$ cat config.mk
export PLATFORM = sky130hd
export DESIGN_NAME = cbts_norm
export DESIGN_NICKNAME = d
export VERILOG_FILES = /design/src/rtl/cbts_pkg.sv /design/src/rtl/cbts_norm.sv
export SDC_FILE = /design/constraint.sdc
export NUM_CORES = 1
export LEC_CHECK = 0
export BUFFER_PORTS_ARGS = -buffer_cell sky130_fd_sc_hd__buf_2
export CAP_MARGIN = 20
export CORE_AREA = 3 3 311 313
export DETAILED_ROUTE_END_ITERATION = 8
export DIE_AREA = 0 0 314 316
export SLEW_MARGIN = 20
export SYNTH_ARGS = -nofsm -noshare
export SYNTH_HDL_FRONTEND = slang
export SYNTH_SLANG_ARGS = --single-unit
$ cat constraint.sdc
create_clock -name clk -period 7.9 [get_ports clk]
set_clock_uncertainty 0.2 [all_clocks]
set_input_delay 0.79 -clock clk [delete_from_list [all_inputs] [get_ports clk]]
set_output_delay 0.79 -clock clk [all_outputs]
set_load 0.02 [all_outputs]
$ cat src/rtl/cbts_pkg.sv
// ----------------------------------------------------------------------------
// cbts_pkg: shared constants and types of the tonal color balance block
// Luma weights, tonal range codes, register indexes and the config bundle.
// ----------------------------------------------------------------------------
package cbts_pkg;

	// Config port
	localparam int CFG_DATA_BITS  = 8;
	localparam int CFG_INDEX_BITS = 3;

	localparam logic [CFG_INDEX_BITS-1:0] REG_TONAL_RANGE = 3'd0;
	localparam logic [CFG_INDEX_BITS-1:0] REG_AMT_RED     = 3'd1;
	localparam logic [CFG_INDEX_BITS-1:0] REG_AMT_GREEN   = 3'd2;
	localparam logic [CFG_INDEX_BITS-1:0] REG_AMT_BLUE    = 3'd3;
	localparam logic [CFG_INDEX_BITS-1:0] REG_KEEP_LUMA   = 3'd4;

	// Tonal range codes; code 3 means no weighting
	localparam logic [1:0] TONE_LOW  = 2'd0;
	localparam logic [1:0] TONE_MID  = 2'd1;
	localparam logic [1:0] TONE_HIGH = 2'd2;

	// Channel slots in a pixel vector
	localparam int CH_RED     = 0;
	localparam int CH_GREEN   = 1;
	localparam int CH_BLUE    = 2;
	localparam int CH_ALPHA   = 3;
	localparam int NUM_COLORS = 3;

	// Q16 luma weights, sum 65536
	localparam logic [15:0] WEIGHT_R = 16'd19595;
	localparam logic [15:0] WEIGHT_G = 16'd38470;
	localparam logic [15:0] WEIGHT_B = 16'd7471;

	// Q16 tonal weight, 0..65536
	localparam int                  WGT_BITS = 17;
	localparam logic [WGT_BITS-1:0] Q16_ONE  = 17'd65536;
	localparam logic [WGT_BITS-1:0] Q16_HALF = 17'd32768;

	// Shift divisor 400 * 65536 = 2^20 * 25
	localparam int AMT_BITS   = 8;
	localparam int SHIFT_POW2 = 20;
	localparam int SHIFT_ODD  = 25;
	localparam int SHIFT_HALF = 13107200;

	typedef struct packed {
		logic [1:0]                 tonal_range;
		logic [AMT_BITS-1:0]        amt_red;
		logic [AMT_BITS-1:0]        amt_green;
		logic [AMT_BITS-1:0]        amt_blue;
		logic                       keep_luminosity;
	} cfg_t;

endpackage

$ cat src/rtl/cbts_norm.sv
// ----------------------------------------------------------------------------
// cbts_norm: luma and normalized level
// Three stages: weighted sum, rounding plus reciprocal multiply, correction.
// ----------------------------------------------------------------------------
module cbts_norm #(
	parameter int CHANNEL_BITS = 16
) (
	input  logic                                 clk,
	input  logic                                 arst_n,
	input  logic                                 in_valid,
	output logic                                 in_ready,
	input  logic [3:0][CHANNEL_BITS-1:0]         in_pix,
	output logic                                 out_valid,
	input  logic                                 out_ready,
	output logic [3:0][CHANNEL_BITS-1:0]         out_pix,
	output logic [CHANNEL_BITS-1:0]              out_luma,
	output logic [cbts_pkg::WGT_BITS-1:0]        out_level
);
	localparam int CB     = CHANNEL_BITS;
	localparam int YSUM_W = CB + 16;
	localparam int M_W    = 18;
	localparam int P_W    = CB + M_W;
	localparam int NM_W   = CB + 35;
	localparam int NUM_W  = CB + 18;
	localparam longint unsigned FS      = (64'd1 << CB) - 64'd1;
	localparam longint unsigned RECIP   = (64'd1 << (CB + 17)) / FS;
	localparam longint unsigned RND_OFS = (FS >> 1) * RECIP;

	logic vld_s1, vld_s2, vld_s3;
	logic rdy_s1, rdy_s2, rdy_s3;

	logic [YSUM_W-1:0]        ysum_s1;
	logic [3:0][CB-1:0]       pix_s1;
	logic [CB-1:0]            luma_s2;
	logic [P_W-1:0]           prod_s2;
	logic [3:0][CB-1:0]       pix_s2;
	logic [cbts_pkg::WGT_BITS-1:0] level_s3;
	logic [CB-1:0]            luma_s3;
	logic [3:0][CB-1:0]       pix_s3;

	logic [YSUM_W-1:0]        ysum_d;
	logic [YSUM_W-1:0]        yrnd;
	logic [CB-1:0]            luma_d;
	logic [P_W-1:0]           prod_d;
	logic [NM_W-1:0]          nm;
	logic [M_W-1:0]           q0;
	logic [NUM_W-1:0]         numer;
	logic [NUM_W-1:0]         qfs;
	logic [NUM_W-1:0]         rem;
	logic [M_W-1:0]           lvl_full;

	assign rdy_s3   = !vld_s3 || out_ready;
	assign rdy_s2   = !vld_s2 || rdy_s3;
	assign rdy_s1   = !vld_s1 || rdy_s2;
	assign in_ready = rdy_s1;

	// stage 1: Q16 weighted sum
	assign ysum_d = YSUM_W'(in_pix[cbts_pkg::CH_RED])   * YSUM_W'(cbts_pkg::WEIGHT_R)
	              + YSUM_W'(in_pix[cbts_pkg::CH_GREEN]) * YSUM_W'(cbts_pkg::WEIGHT_G)
	              + YSUM_W'(in_pix[cbts_pkg::CH_BLUE])  * YSUM_W'(cbts_pkg::WEIGHT_B);

	// stage 2: round to luma, multiply by reciprocal of full scale
	assign yrnd   = ysum_s1 + YSUM_W'(32768);
	assign luma_d = yrnd[YSUM_W-1:16];
	assign prod_d = P_W'(luma_d) * P_W'(RECIP);

	// stage 3: estimate may be one low, fix with remainder
	assign nm       = NM_W'({prod_s2, 16'd0}) + NM_W'(RND_OFS);
	assign q0       = nm[NM_W-1:CB+17];
	assign numer    = NUM_W'({luma_s2, 16'd0}) + NUM_W'(FS >> 1);
	assign qfs      = (NUM_W'(q0) << CB) - NUM_W'(q0);
	assign rem      = numer - qfs;
	assign lvl_full = q0 + M_W'(rem >= NUM_W'(FS));

	always_ff @(posedge clk or negedge arst_n) begin
		if (!arst_n) begin
			vld_s1 <= 1'b0;
			vld_s2 <= 1'b0;
			vld_s3 <= 1'b0;
		end else begin
			if (rdy_s1) vld_s1 <= in_valid;
			if (rdy_s2) vld_s2 <= vld_s1;
			if (rdy_s3) vld_s3 <= vld_s2;
		end
	end

	always_ff @(posedge clk) begin
		if (rdy_s1) begin
			ysum_s1 <= ysum_d;
			pix_s1  <= in_pix;
		end
		if (rdy_s2) begin
			luma_s2 <= luma_d;
			prod_s2 <= prod_d;
			pix_s2  <= pix_s1;
		end
		if (rdy_s3) begin
			level_s3 <= lvl_full[cbts_pkg::WGT_BITS-1:0];
			luma_s3  <= luma_s2;
			pix_s3   <= pix_s2;
		end
	end

	assign out_valid = vld_s3;
	assign out_pix   = pix_s3;
	assign out_luma  = luma_s3;
	assign out_level = level_s3;

endmodule

* Yosys cells after proc, flatten, opt, wreduce, memory -nomap -nowiden
Cells that the tools add are included.
** Storage, ports and cells
- Bits in registers :: 309
- Input port bits :: 68
- Output and inout port bits :: 99
** Operators by class
- Add/sub/neg operators :: 8
- Order comparisons :: 1
- Reductions and logical operators :: 6
- Multiply operators :: 4
** Operators by type and width (number)
- $mul A16 B15 Y31 const B :: 2
- $add A50 B32 Y51 const B :: 1
- $ge A34 B16 Y1 const B :: 1
- $sub A33 B34 Y34 :: 1
- $sub A34 B18 Y34 :: 1
- $add A32 B15 Y33 const B :: 1
- $mul A16 B17 Y33 const B :: 1
- $add A31 B32 Y32 :: 1
- $add A32 B16 Y32 const B :: 1
- $add A32 B29 Y32 :: 1
- $mul A16 B13 Y29 const B :: 1
- $add A17 B1 Y17 :: 1
- $logic_not A1 Y1 :: 3
- $logic_or A1 B1 Y1 :: 3

* Longest topological paths before layout
- Depth after elaboration :: 5
- Depth in mapped cells :: 33
- Mapped depth without buffers :: 33

* Worst setup path before layout
OpenSTA, ideal clock, no wires.
- Path kind :: input port to flip-flop
- From :: input in_pix[33] (netlist name)
- To :: register ysum_s1[31] (data pin)
- Arrival time :: 7.393 ns
- Slack :: 0.047 ns
- Path buffers :: 0
- Stages :: 24
- Cells stage by stage :: inv_1 -> fa_1 -> inv_1 -> fa_1 -> fa_1 -> inv_1 -> fa_1 -> inv_1 -> fa_1 -> fa_1 -> fa_1 -> fa_1 -> ha_1 -> a21oi_1 -> o21ai_1 -> or4_1 -> o221a_2 -> o211ai_1 -> o21ai_1 -> o41ai_2 -> o21bai_1 -> a21oi_1 -> xnor2_1 -> xnor2_1
** On the way
- Word-level cells in the longest chain between the ends :: 2
** Ends and longest elaborated chain
- start: declaration :: RTL line cbts_norm.sv:12 : input logic [3:0][CHANNEL_BITS-1:0] in_pix,
- $mul A16 B13 Y29 :: RTL line cbts_norm.sv:60 : + YSUM_W'(in_pix[cbts_pkg::CH_BLUE]) * YSUM_W'(cbts_pkg::WEIGHT_B);
- $add A32 B29 Y32 :: RTL line cbts_norm.sv:60
- via ysum_d[31] :: RTL line cbts_norm.sv:41 : logic [YSUM_W-1:0] ysum_d;
- end signal: assignment :: RTL line cbts_norm.sv:89 : ysum_s1 <= ysum_d;
- end: declaration :: RTL line cbts_norm.sv:32 : logic [YSUM_W-1:0] ysum_s1;
The timed path passes the listed nets, and every way through them passes these cells.
A chain may end at the register's enable or synchronous reset.

* Worst setup path in the final report
- From :: input in_pix[36] (netlist name)
- To :: register ysum_s1[30] (data pin)
The elaborated chain is that of the path after synthesis.

==> results.json <==
{
  "start_util_pct": 24.8,
  "syn_avg_cell_area_sq_um": 12.0,
  "drt-vias-per-instance": 4.09,
  "synth_nets": 2695,
  "grt-ovfl-total": 0,
  "synth-compound-area-share_pct": 5.35,
  "grt_max_degree": 59,
  "cts.path.max_buffers": 3,
  "root_buffer": "clkbuf_16",
  "hold_class": "reg2reg",
  "path_cells": "buf_2 -> inv_1 -> fa_1 -> inv_1 -> fa_1 -> fa_1 -> inv_1 -> fa_1 -> fa_2 -> fa_1 -> fa_1 -> inv_1 -> fa_1 -> ha_1 -> or4_1 -> o221a_4 -> o211ai_1 -> o21ai_2 -> o41ai_4 -> o21bai_1 -> buf_4 -> buf_4 -> xor2_1",
  "max_stage_delay_ns": 0.62,
  "ys.flop_type": "edfxtp_1",
  "met1_usage_pct": 14.7,
  "n_fill_cell": 9647,
  "arrival_ns": 7.79,
  "outcome": "complete, no violations",
  "worstRegToRegCells": 24,
  "final_net_count": 3038,
  "die_area_sq_um": 99200,
  "rr_startpoint": "prod_s2[32]",
  "cts_max_level": 2,
  "crit_buf_inv": 7,
  "yosys.area_share.simple_pct": 5.86,
  "firstDrtPassIters": 5,
  "synth_warnings": 0,
  "grt_pass1_vias": 16000,
  "wl_per_cell_um": 15.5,
  "path_max_fanout": 4,
  "fin_crit_ns": 7.70,
  "worstSetupPathType": "in2reg",
  "startpoint_type": "primary input",
  "min_from": "pix_s2[46]",
  "final_util_pct": 29.9,
  "chipWidth_um": 314,
  "grt_pass1_wl_mm": 88.7,
  "hpwl_mm": 46.4,
  "drtIter0Drc": 633,
  "holdPathEnd": "out_pix[46]",
  "cp.required_ns": 7.99,
  "ys_seq_elements": 261,
  "antenna_found_initial": 10,
  "final.setup.tns_ns": 0,
  "drive_gt1_share_pct": 17.4,
  "crit_slowest_cell": "fa_2",
  "maxCapViolCount": 0,
  "grtUsageTotal_pct": 11.6,
  "wl_mm": 55.7,
  "coreArea_sq_um": 94600,
  "drc": 0,
  "synth_fa_ha_area_share_pct": 43.9,
  "critPathMostFrequentCell": "fa_1",
  "min_period_over_period_pct": 97.5,
  "clock_sinks": 261,
  "slew-limit-headroom_pct": 45.2,
  "ios": 167,
  "grt-busiest-layer": "met2",
  "worst_skew_pair.late_latency_ns": 0.53,
  "setup_viol": 0,
  "io_buffers": 166,
  "synthMuxAreaShare_pct": 0.0906,
  "hold_viol": 0,
  "multiInputGateArea_sq_um": 14000,
  "use_met2_pct": 20.8,
  "max_freq_mhz": 130,
  "place_congestion": 0.865,
  "synth.distinct_cells": 65,
  "vias": 14700,
  "hold-path-cell-count": 0,
  "cp-end-kind": "flip-flop",
  "yosysSeqAreaShare_pct": 33.3,
  "numCtsBuffers": 34,
  "regArea_sq_um": 7820,
  "cts_tree": "yes",
  "syn-instance-count": 1964,
  "synthesis.area_sq_um": 23500,
  "crit_family": "adder cells",
  "synth_top_family_by_area": "adder cells",
  "synth_edf_count": 258,
  "area_delta_synth_final_pct": 20.5,
  "reg2reg_to": "out_level[16]",
  "die_h_um": 316,
  "met3_usage_pct": 1.97,
  "tightest_slew_ns": 0.822,
  "synth-xor-area-share_pct": 3.54,
  "antenna_left": 0,
  "path_clk_slew_ns": 0.06,
  "slew_violations": 0,
  "async_flop_share_pct": 1.15,
  "num_rows": 113,
  "rrSetupSlack_ns": 1.26
}
[per-layer routing]
layer | vias to the layer above | wire (um)
met1 | 7295 | 24700
met5 | - | 47
li1 | 7201 | -
met4 | 6 | 906
met3 | 56 | 1970
met2 | 185 | 28100
[kinds of logic after synthesis]
logic type,Yosys count
buf+inv,499
compound gates,184
flops,261
fa+ha+maj,663
mux,2
simple gates,260
xor+xnor,95
[cell usage in the layout, fill, tap and decap left out, types with 7 or more instances in the layout]
cell type    n
inv_1      492
ha_1       390
fa_1       266
edfxtp_1   258
buf_2      166
buf_4      146
xnor2_1     71
nor2_1      67
a21oi_1     49
nand2_1     37
clkbuf_16   37
a21o_1      31
nand3_1     31
xor2_1      23
nand2b_1    21
nor3_1      17
and3_1      16
nand4_1     13
and2_1      11
nor2b_1     10
a211oi_1    10
o21ai_0     10
o21a_1       8
o21ai_1      7
a21oi_2      7
[timing repair]
action / CTS / global route
endpoints found under the setup margin: 0 / 2
hold buffers: 1 / 0
hold endpoints to repair: 3 / 0
setup buffers: 0 / 6
gates resized for setup: 0 / 27
[area by class of cell]
class | count | share of cell area (%)
multi-input combinational | 1204 | 49.4
clock inverter | 20 | 0.615
antenna | 6 | 0.0531
sequential | 261 | 27.7
clock buffer | 42 | 3.34
inverter | 493 | 6.54
timing repair buffer | 313 | 6.85
tap | 1265 | 5.60
[metrics by stage]
step | worst slack (ns) | hold slack (ns) | instances | cell area [sq um]
after floorplan | 0.0470 | 0.200 | 1964 | 23500
after global placement | -0.392 | 0.200 | 3529 | 26900
after detailed placement | -0.401 | 0.205 | 3529 | 26900
after CTS | 0.202 | 0.175 | 3592 | 28100
after global routing | -0.0507 | 0.183 | 3601 | 28300
final | 0.198 | 0.210 | 3604 | 28300
[registers in the layout, summed over array words and instances, names as in the netlist, 15 cells and up]
register   flops
out_pix       64
out_level     17
pix_s2        64
pix_s1        64
out_luma      16
luma_s2       15
ysum_s1       17
[worst reg2reg max path: stages (launching register included)]
cell	delay, ns
edfxtp_1	0.59
and2_1	0.27
nand4_1	0.17
nor2_1	0.26
and3_1	0.25
and2_1	0.16
and3_1	0.22
ha_1	0.36
ha_1	0.41
nand2b_1	0.15
nand4b_1	0.10
a221oi_1	0.27
nand4_1	0.12
or4_1	0.39
or4_1	0.45
a2111oi_2	0.35
a211oi_1	0.15
and4_4	0.20
nand4_2	0.13
ha_1	0.23
ha_1	0.21
nand4_1	0.20
nor2_1	0.27
nand3_1	0.13
xor2_1	0.15
[cells in the mapped netlist (3+ instances only)]
master | instances | area share, %
nor4_1 | 4 | 0.11
o31ai_1 | 5 | 0.16
ha_1 | 396 | 21
edfxtp_1 | 258 | 33
nor2b_1 | 11 | 0.29
and2_1 | 11 | 0.29
o21bai_1 | 5 | 0.16
dfrtp_1 | 3 | 0.32
xor2_1 | 23 | 0.86
a21o_1 | 31 | 0.99
o21ai_1 | 8 | 0.17
and3_1 | 16 | 0.43
nand2b_1 | 22 | 0.59
or4_1 | 4 | 0.13
a31oi_1 | 7 | 0.19
o21a_1 | 8 | 0.26
a211o_1 | 3 | 0.11
nor2_1 | 67 | 1.1
o21ai_0 | 12 | 0.26
a21boi_0 | 5 | 0.16
nor3_1 | 17 | 0.36
a211oi_1 | 11 | 0.35
nand2_1 | 37 | 0.59
nand4b_1 | 4 | 0.15
a21oi_1 | 55 | 1.2
and4_1 | 7 | 0.26
a41oi_1 | 6 | 0.22
nand4_1 | 13 | 0.35
fa_1 | 267 | 23
o211ai_1 | 5 | 0.16
or2_2 | 4 | 0.11
xnor2_1 | 72 | 2.7
inv_1 | 492 | 7.9
clkbuf_1 | 6 | 0.096
nand3_1 | 31 | 0.66
nor4_2 | 3 | 0.16
[worst max path at each step]
stage / from / end / slack [ns] / cells past startpoint
2_1_floorplan: in_pix[33] / ysum_s1[31] / 0.05 / 24
3_3_place_gp: in_pix[33] / ysum_s1[31] / -0.39 / 25
3_5_place_dp: in_pix[33] / ysum_s1[31] / -0.40 / 25
4_1_cts: in_pix[26] / ysum_s1[31] / 0.20 / 31
5_1_grt: in_pix[31] / ysum_s1[31] / -0.05 / 30
6_report: in_pix[36] / ysum_s1[30] / 0.20 / 23
Power is not shown: default switching activity piles up to over one toggle a cycle in this logic, so the estimate is an artifact.
